===== src/hdl/ostq_pkg.sv =====
// Shared types and constants for the one-shot timer queue.
// No dependencies; used by the controller, the datapath and the top level.
package ostq_pkg;

  localparam int SEC_W    = 31;
  localparam int USEC_W   = 20;
  localparam int HANDLE_W = 8;

  localparam logic [USEC_W-1:0] USEC_PER_SEC  = USEC_W'(1000000);
  localparam logic [USEC_W-1:0] MIN_LOAD_USEC = USEC_W'(10);

  localparam logic FUNC_REGISTER = 1'b0;
  localparam logic FUNC_EXPIRE   = 1'b1;

  typedef enum logic [1:0] {
    ST_OK     = 2'd0,
    ST_REJECT = 2'd1,
    ST_FULL   = 2'd2,
    ST_EMPTY  = 2'd3
  } status_t;

  // one stored timer
  typedef struct packed {
    logic [SEC_W-1:0]    sec;
    logic [USEC_W-1:0]   usec;
    logic [HANDLE_W-1:0] handle;
  } entry_t;

  // controller to datapath
  typedef struct packed {
    logic capture;  // latch the input item
    logic start;    // classify the item, arm the walk
    logic walk;     // step the walk over the store
    logic load;     // write the result register
  } ctl_cmd_t;

  // datapath to controller
  typedef struct packed {
    logic go_walk;    // item changes the store
    logic walk_done;  // last entry handled this cycle
    logic out_free;   // result register can take a new item
  } dp_stat_t;

endpackage


===== src/hdl/ostq_controller.sv =====
// Sequencer for the one-shot timer queue: accept, classify, walk, head read, deliver.
// Depends on ostq_pkg.
module ostq_controller (
  input  logic                clk,
  input  logic                rst,
  input  logic                in_valid,
  output logic                in_stall,
  input  ostq_pkg::dp_stat_t  stat,
  output ostq_pkg::ctl_cmd_t  cmd
);

  typedef enum logic [2:0] {
    S_IDLE,
    S_CHECK,
    S_WALK,
    S_HEAD,
    S_DONE
  } state_t;

  state_t state;

  // state register
  always_ff @(posedge clk) begin
    if (rst) begin
      state <= S_IDLE;
    end else begin
      unique case (state)
        S_IDLE:  if (in_valid) state <= S_CHECK;
        S_CHECK: state <= stat.go_walk ? S_WALK : S_HEAD;
        S_WALK:  if (stat.walk_done) state <= S_HEAD;
        S_HEAD:  state <= S_DONE;
        S_DONE:  if (stat.out_free) state <= S_IDLE;
        default: state <= S_IDLE;
      endcase
    end
  end

  // commands
  assign in_stall    = (state != S_IDLE);
  assign cmd.capture = (state == S_IDLE) && in_valid;
  assign cmd.start   = (state == S_CHECK);
  assign cmd.walk    = (state == S_WALK);
  assign cmd.load    = (state == S_DONE) && stat.out_free;

endmodule


===== src/hdl/ostq_datapath.sv =====
// Timer store, insertion and expiry walk, head readout and result register.
// Depends on ostq_pkg; sequenced by ostq_controller.
module ostq_datapath #(
  parameter int CAPACITY = 16
) (
  input  logic                           clk,
  input  logic                           rst,
  input  ostq_pkg::ctl_cmd_t             cmd,
  output ostq_pkg::dp_stat_t             stat,
  input  logic                           func,
  input  logic [ostq_pkg::SEC_W-1:0]     duration_seconds,
  input  logic [ostq_pkg::USEC_W-1:0]    duration_micros,
  input  logic [ostq_pkg::HANDLE_W-1:0]  handle,
  output logic                           out_valid,
  input  logic                           out_stall,
  output logic [1:0]                     status,
  output logic                           fired_valid,
  output logic [ostq_pkg::HANDLE_W-1:0]  fired_handle,
  output logic                           load_valid,
  output logic [ostq_pkg::SEC_W-1:0]     load_seconds,
  output logic [ostq_pkg::USEC_W-1:0]    load_micros
);

  localparam int AW = (CAPACITY > 1) ? $clog2(CAPACITY) : 1;
  localparam int CW = $clog2(CAPACITY + 1);

  // captured item
  logic                          in_func;
  logic [ostq_pkg::SEC_W-1:0]    in_sec;
  logic [ostq_pkg::USEC_W-1:0]   in_usec;
  logic [ostq_pkg::HANDLE_W-1:0] in_handle;

  // store and walk state
  ostq_pkg::entry_t              mem [CAPACITY];
  ostq_pkg::entry_t              rd_data;
  ostq_pkg::entry_t              carry;
  logic [CW-1:0]                 count;
  logic [CW-1:0]                 ridx;
  logic [CW-1:0]                 pidx;
  logic                          pvalid;
  logic                          inserted;
  logic [ostq_pkg::SEC_W-1:0]    hs;
  logic [ostq_pkg::USEC_W-1:0]   hu;
  logic                          fired_v;
  logic [ostq_pkg::HANDLE_W-1:0] fired_h;
  ostq_pkg::status_t             op_status;

  // combinational
  ostq_pkg::status_t             op_status_next;
  ostq_pkg::entry_t              new_entry;
  ostq_pkg::entry_t              sub_entry;
  ostq_pkg::entry_t              wdata;
  logic                          we;
  logic [AW-1:0]                 waddr;
  logic [CW-1:0]                 pidx_m1;
  logic                          at_end;
  logic                          ins_here;
  logic                          walk_done;
  logic                          borrow;
  logic [ostq_pkg::SEC_W:0]      need;
  logic [ostq_pkg::SEC_W:0]      sec_diff;
  logic [ostq_pkg::USEC_W:0]     usec_wrap;
  logic                          head_zero;

  // classify the captured item
  always_comb begin
    if (in_func == ostq_pkg::FUNC_REGISTER) begin
      if (in_handle == '0 || (in_sec == '0 && in_usec == '0)) begin
        op_status_next = ostq_pkg::ST_REJECT;
      end else if (count >= CW'(CAPACITY)) begin
        op_status_next = ostq_pkg::ST_FULL;
      end else begin
        op_status_next = ostq_pkg::ST_OK;
      end
    end else if (count == '0) begin
      op_status_next = ostq_pkg::ST_EMPTY;
    end else begin
      op_status_next = ostq_pkg::ST_OK;
    end
  end

  // subtract the old head from an entry, borrow into micros, clamp at zero
  always_comb begin
    borrow    = (rd_data.usec < hu);
    need      = {1'b0, hs} + {{ostq_pkg::SEC_W{1'b0}}, borrow};
    sec_diff  = {1'b0, rd_data.sec} - need;
    usec_wrap = {1'b0, rd_data.usec} + {1'b0, ostq_pkg::USEC_PER_SEC} - {1'b0, hu};
    sub_entry.handle = rd_data.handle;
    if ({1'b0, rd_data.sec} < need) begin
      sub_entry.sec  = '0;
      sub_entry.usec = '0;
    end else begin
      sub_entry.sec  = sec_diff[ostq_pkg::SEC_W-1:0];
      sub_entry.usec = borrow ? usec_wrap[ostq_pkg::USEC_W-1:0] : (rd_data.usec - hu);
    end
  end

  // walk write port
  assign new_entry = '{sec: in_sec, usec: in_usec, handle: in_handle};
  assign at_end    = (pidx == count);
  assign ins_here  = !inserted && (at_end || in_sec < rd_data.sec);
  assign pidx_m1   = pidx - CW'(1);

  always_comb begin
    we        = 1'b0;
    waddr     = pidx[AW-1:0];
    wdata     = new_entry;
    walk_done = 1'b0;
    if (cmd.walk && pvalid) begin
      if (in_func == ostq_pkg::FUNC_REGISTER) begin
        walk_done = at_end;
        if (inserted) begin
          we    = 1'b1;
          wdata = carry;
        end else if (ins_here) begin
          we = 1'b1;
        end
      end else begin
        walk_done = (pidx == count - CW'(1));
        if (pidx != '0) begin
          we    = 1'b1;
          waddr = pidx_m1[AW-1:0];
          wdata = sub_entry;
        end
      end
    end
  end

  // timer store, one write and one registered read per cycle
  always_ff @(posedge clk) begin
    if (we) begin
      mem[waddr] <= wdata;
    end
    rd_data <= mem[ridx[AW-1:0]];
  end

  // item capture and walk control
  always_ff @(posedge clk) begin
    if (rst) begin
      count  <= '0;
      ridx   <= '0;
      pvalid <= 1'b0;
    end else begin
      if (cmd.capture) begin
        in_func   <= func;
        in_sec    <= duration_seconds;
        in_usec   <= duration_micros;
        in_handle <= handle;
      end
      if (cmd.start) begin
        op_status <= op_status_next;
        ridx      <= '0;
        pvalid    <= 1'b0;
        inserted  <= 1'b0;
        fired_v   <= 1'b0;
        fired_h   <= '0;
      end
      if (cmd.walk) begin
        if (walk_done) begin
          pvalid <= 1'b0;
          ridx   <= '0;
          count  <= (in_func == ostq_pkg::FUNC_REGISTER) ? count + CW'(1) : count - CW'(1);
        end else begin
          pvalid <= 1'b1;
          pidx   <= ridx;
          ridx   <= ridx + CW'(1);
        end
        if (pvalid) begin
          if (in_func == ostq_pkg::FUNC_REGISTER) begin
            carry <= rd_data;
            if (ins_here) inserted <= 1'b1;
          end else if (pidx == '0) begin
            hs      <= rd_data.sec;
            hu      <= rd_data.usec;
            fired_v <= 1'b1;
            fired_h <= rd_data.handle;
          end
        end
      end
    end
  end

  // result register; rd_data holds the head entry while the controller waits
  assign head_zero = (rd_data.sec == '0) && (rd_data.usec == '0);

  always_ff @(posedge clk) begin
    if (rst) begin
      out_valid <= 1'b0;
    end else begin
      if (out_valid && !out_stall) begin
        out_valid <= 1'b0;
      end
      if (cmd.load) begin
        out_valid    <= 1'b1;
        status       <= op_status;
        fired_valid  <= fired_v;
        fired_handle <= fired_h;
        load_valid   <= (count != '0);
        load_seconds <= (count != '0) ? rd_data.sec : '0;
        if (count == '0) begin
          load_micros <= '0;
        end else begin
          load_micros <= head_zero ? ostq_pkg::MIN_LOAD_USEC : rd_data.usec;
        end
      end
    end
  end

  assign stat.go_walk   = (op_status_next == ostq_pkg::ST_OK);
  assign stat.walk_done = walk_done;
  assign stat.out_free  = !out_valid || !out_stall;

endmodule


===== src/hdl/one_shot_timer_queue.sv =====
// One-shot timer queue, top level: controller plus datapath.
// Depends on ostq_pkg, ostq_controller and ostq_datapath.
//
// Usage:
//   Input channel (in_valid / in_stall) carries func, duration_seconds,
//   duration_micros and handle. func 0 registers a timer, func 1 reports that
//   the running hardware timer expired. Output channel (out_valid / out_stall)
//   returns exactly one result item per input item: status, the fired handle
//   on expiry, and the new head time to load into the hardware timer.
//   Timers are ordered by seconds only, ties in arrival order.
//   Timing: one item at a time. A rejected item, or expiry on an empty store,
//   skips the walk and goes straight to the head read. A register that is
//   taken, or an expire on a non-empty store, walks over all stored timers:
//   the walk moves one entry per cycle through the single read and write port
//   of the timer store.
//   in_stall is high from accept until the result is written to the output
//   register; the next item can then be accepted while that result waits.
//   While out_stall is high the result holds and a finished item waits.
//   Reset empties the queue; stored entries are not cleared.
module one_shot_timer_queue #(
  parameter int CAPACITY = 16
) (
  input  logic                           clk,
  input  logic                           rst,
  input  logic                           in_valid,
  output logic                           in_stall,
  input  logic                           func,
  input  logic [ostq_pkg::SEC_W-1:0]     duration_seconds,
  input  logic [ostq_pkg::USEC_W-1:0]    duration_micros,
  input  logic [ostq_pkg::HANDLE_W-1:0]  handle,
  output logic                           out_valid,
  input  logic                           out_stall,
  output logic [1:0]                     status,
  output logic                           fired_valid,
  output logic [ostq_pkg::HANDLE_W-1:0]  fired_handle,
  output logic                           load_valid,
  output logic [ostq_pkg::SEC_W-1:0]     load_seconds,
  output logic [ostq_pkg::USEC_W-1:0]    load_micros
);

  ostq_pkg::ctl_cmd_t cmd;
  ostq_pkg::dp_stat_t stat;

  ostq_controller u_ctl (
    .clk      (clk),
    .rst      (rst),
    .in_valid (in_valid),
    .in_stall (in_stall),
    .stat     (stat),
    .cmd      (cmd)
  );

  ostq_datapath #(
    .CAPACITY (CAPACITY)
  ) u_dp (
    .clk              (clk),
    .rst              (rst),
    .cmd              (cmd),
    .stat             (stat),
    .func             (func),
    .duration_seconds (duration_seconds),
    .duration_micros  (duration_micros),
    .handle           (handle),
    .out_valid        (out_valid),
    .out_stall        (out_stall),
    .status           (status),
    .fired_valid      (fired_valid),
    .fired_handle     (fired_handle),
    .load_valid       (load_valid),
    .load_seconds     (load_seconds),
    .load_micros      (load_micros)
  );

  // a popped timer always comes with an ok status
  a_fired_ok: assert property (@(posedge clk) disable iff (rst)
    out_valid && fired_valid |-> status == ostq_pkg::ST_OK)
    else $error("fired timer reported with a non-ok status");

  // expiry on an empty queue reports nothing else
  a_empty_quiet: assert property (@(posedge clk) disable iff (rst)
    out_valid && status == ostq_pkg::ST_EMPTY |-> !fired_valid && !load_valid)
    else $error("empty expiry reported a timer or a load value");

  // a load value is never zero
  a_load_nonzero: assert property (@(posedge clk) disable iff (rst)
    out_valid && load_valid && load_seconds == '0 |-> load_micros != '0)
    else $error("zero load value delivered");

  // the input side stays closed while a walk is running
  a_walk_stalls: assert property (@(posedge clk) disable iff (rst)
    cmd.walk |-> in_stall)
    else $error("input open during a walk");

endmodule

===== config.mk =====
export PLATFORM = sky130hd
export DESIGN_NAME = one_shot_timer_queue
export DESIGN_NICKNAME = d
export VERILOG_FILES = /design/src/hdl/ostq_pkg.sv /design/src/hdl/ostq_controller.sv /design/src/hdl/ostq_datapath.sv /design/src/hdl/one_shot_timer_queue.sv
export SDC_FILE = /design/constraint.sdc
export NUM_CORES = 2
export LEC_CHECK = 0
export BUFFER_PORTS_ARGS = -buffer_cell sky130_fd_sc_hd__buf_2
export CAP_MARGIN = 20
export CORE_UTILIZATION = 38
export CTS_CLUSTER_SIZE = 12
export DETAILED_ROUTE_END_ITERATION = 7
export PLACE_DENSITY = 0.53
export SYNTH_ARGS = -nofsm -noshare
export SYNTH_HDL_FRONTEND = slang
export SYNTH_SLANG_ARGS = --single-unit

===== constraint.sdc =====
create_clock -name clk -period 10.3 [get_ports clk]
set_clock_uncertainty 0.1 [all_clocks]
set_input_delay 1.03 -clock clk [delete_from_list [all_inputs] [get_ports clk]]
set_output_delay 1.03 -clock clk [all_outputs]
set_load 0.005 [all_outputs]

==> metrics.txt <==
largest cells by area after synthesis edfxtp_1 (69%), mux4_2 (13%), dfxtp_1 (2.8%), ha_1 (2.7%), nor2_1 (0.87%); maxcap violations 0; cts repair resizes 0; Arr. time, crit path 8920 ps; number of diodes 0; Critical Path Fanout Max 39; Pleak 19.3 nW; crit path time final 8610 ps; CTS tree done; layout cell share with drive strength beyond 1 0.234; die width 372 µm; HP Class input port to flip-flop; CTS Buf Count 134; CTS HTree Levels 4; Clock Latency Late Sink 760 ps; fmax 116 MHz; Ports 129; VDD IR-drop max 0.161 mV; area share of the largest cell type after synthesis 0.689; largest area contributor in the netlist edfxtp_1; Slew @ Worst Pin 1130 ps; clk sink count 1268; fin nets 3239; Synth Cell Area 52100 µm²; Final Hold Fails 0; number of global-route vias before repair 28100; Yosys warnings 0; WL per Instance 28.6 µm; final-report setup violation count 0; Required @ worst endpoint 10610 ps; post-synthesis cell type count 82; Final period util 0.836; Final Max Slew Viols 0; RePlAce Congestion 0.891; Reg clk slew, reported paths 60 ps; Cell Count, Final, Fillers Out 4934; dominant synthesized flop cell edfxtp_1; post-route antenna net violation count 0; Mapped Cells 2816; number of setup buffers added after CTS 0; Placed Instance Area 55200 µm²; post-place setup slack 1640 ps; Vias 27700; syn_area_per_cell 18.5 µm²; Hold-fix buffers, CTS 0; clk buf depth 3; die area 138000 µm²; Post-DP HPWL 84.5 mm; DR iter-0 viols 2780; P&R area growth vs syn 14.2%; Critical Path Start Type flip-flop; largest net degree at the start of global routing 89; Inst Count DP 4687; sequential area share after synthesis 0.717; initial antenna violation count 1; RSZ-0062 raised after global routing no; Synth Register Bits 1268; DR pass1 iterations 6; total grt overflow 0; Worst slew margin 0.244; number of port buffers 128; PD cells 199 nW/µm²; row count 135; Crit. End Element flip-flop; Die H 372 µm; DRT Wirelength 141 mm; slack of the critical path 1690 ps; vias per cell 5.62; CTS root buffer clkbuf_16; first-pass GRT wire length 202 mm; final setup TNS 0 ps; Core Area 136000 µm²; design area 59500 µm²; Starting Density 0.384; Synth async-reset ratio 0; EDFF count, synth 1194; residual DRC count 0; Tot GR Track Use 0.205; status complete, no violations; critical path class flip-flop to flip-flop; Mapped Nets 3007
-- where the power goes --
group / internal, mW / switching [mW] / leakage [nW]
clock: 2.63 / 1.99 / 2.03
combinational: 0.541 / 0.702 / 5.90
sequential: 5.80 / 0.156 / 11.4
total: 8.96 / 2.85 / 19.3
-- state kept, by name (all words and copies together), names as in the netlist, 8 cells and up --
signal             cells
u_dp.mem             944
u_dp.carry            59
u_dp.rd_data          59
u_dp.hs               31
u_dp.in_sec           31
u_dp.load_seconds     31
u_dp.hu               20
u_dp.in_usec          20
u_dp.load_micros      20
u_dp.fired_h           8
u_dp.fired_handle      8
u_dp.in_handle         8
-- cells in the final DEF, fill, tap and decap left out, types with 10 or more instances in the layout --
cell and instances:
and3_1 15, nor2b_1 16, o21ai_1 20, nor4_2 10
a22oi_1 43, buf_4 79, xnor2_1 46, a211oi_1 15
and2_1 14, xor2_1 49, buf_2 128, fa_1 15
o21ai_0 71, clkbuf_16 136, dfxtp_1 70, a21o_1 32
nor2_1 120, nand2_1 87, edfxtp_1 1194, clkbuf_8 14
nand4_1 25, ha_1 112, clkbuf_1 59, inv_1 100
mux4_2 295, nor3_1 29, nand3_1 36, nor4_1 30
nand2b_1 17, a21oi_1 84, a31oi_1 20
-- layout make-up --
class,instances,area (µm²)
flip-flops and latches,1268,37400
fillers,11600,76200
well taps,1781,2230
repair buffers,210,1280
clock inverters,32,372
inverters,100,375
clock buffers,209,3820
multi-input cells,1334,14100
-- cell usage after synthesis, drive strengths merged (15+ instances only) --
cell type	number
nor3	40
nand2	88
a21o	32
and3	15
clkbuf	77
fa	15
buf	37
dfxtp	74
nor2b	17
edfxtp	1194
and2	16
inv	100
nor4	40
ha	112
a22oi	43
nand3	37
mux4	295
nor2	120
a21oi	84
o21ai	92
xor2	49
nand4	26
xnor2	46
a31oi	21
a211oi	17
nand2b	17
-- metrics by stage --
step | hold WS, ps | total power [mW] | utilization
finish | 336 | 11.8 | 0.438
floorplan | 300 | 6.87 | -
CTS | 274 | 11.9 | 0.438
detailed placement | 341 | 7.30 | 0.407
global placement | 338 | 7.28 | 0.407
global route | 298 | 12.2 | 0.438
-- path summary, 6_finish.rpt --
path / from / endpoint / slack [ps] / cells after the start
setup / recovery: u_dp.rd_data[8]$_DFF_P_ / u_dp.mem[9][26]$_DFFE_PP_ / 1690 / 27
hold / removal: handle[7] / u_dp.in_handle[7]$_DFFE_PP_ / 340 / 1
setup reg to reg: u_dp.rd_data[8]$_DFF_P_ / u_dp.mem[9][26]$_DFFE_PP_ / 1690 / 27
hold reg to reg: u_dp.fired_h[2]$_DFFE_PN_ / u_dp.fired_handle[2]$_DFFE_PP_ / 350 / 0
-- cell families (layout without fill, tap and decap cells) --
kind of cell / after synthesis / count (layout) / synth area share
DFF: 1268 / 1268 / 0.717
and+or+nand+nor: 441 / 441 / 0.0425
AOI/OAI and AO/OA: 375 / 375 / 0.0477
muxes: 296 / 296 / 0.128
buffers and inverters: 214 / 551 / 0.0163
adders and majority gates: 127 / 127 / 0.0327
xor gates and xnor gates: 95 / 95 / 0.0160
-- critical path, cell delays in order, from the launching register on --
cell and delay (ps):
dfxtp_1 340, inv_1 90, ha_1 140, inv_1 90
fa_1 500, a311oi_2 320, o31ai_2 190, a211oi_4 310
o21ai_2 140, a311oi_4 460, ha_1 350, ha_1 280
and3_1 250, nor2b_1 230, nor2b_1 290, nor2b_1 280
nand2b_1 250, nor2_1 180, xnor2_1 90, ha_1 370
nand2_1 130, nor3_1 290, and3_1 230, nand2_1 80
nor3_1 180, a21o_1 210, nand3_4 670, o311ai_2 1150
-- per-layer routing --
metal / GRT usage / part of all wire
met2: 0.341 / 0.49
met4: 0.0473 / 0.017
met5: 0 / 0.000092
met1: 0.284 / 0.44
met3: 0.0324 / 0.053
Power figures use the tool's default switching activity.
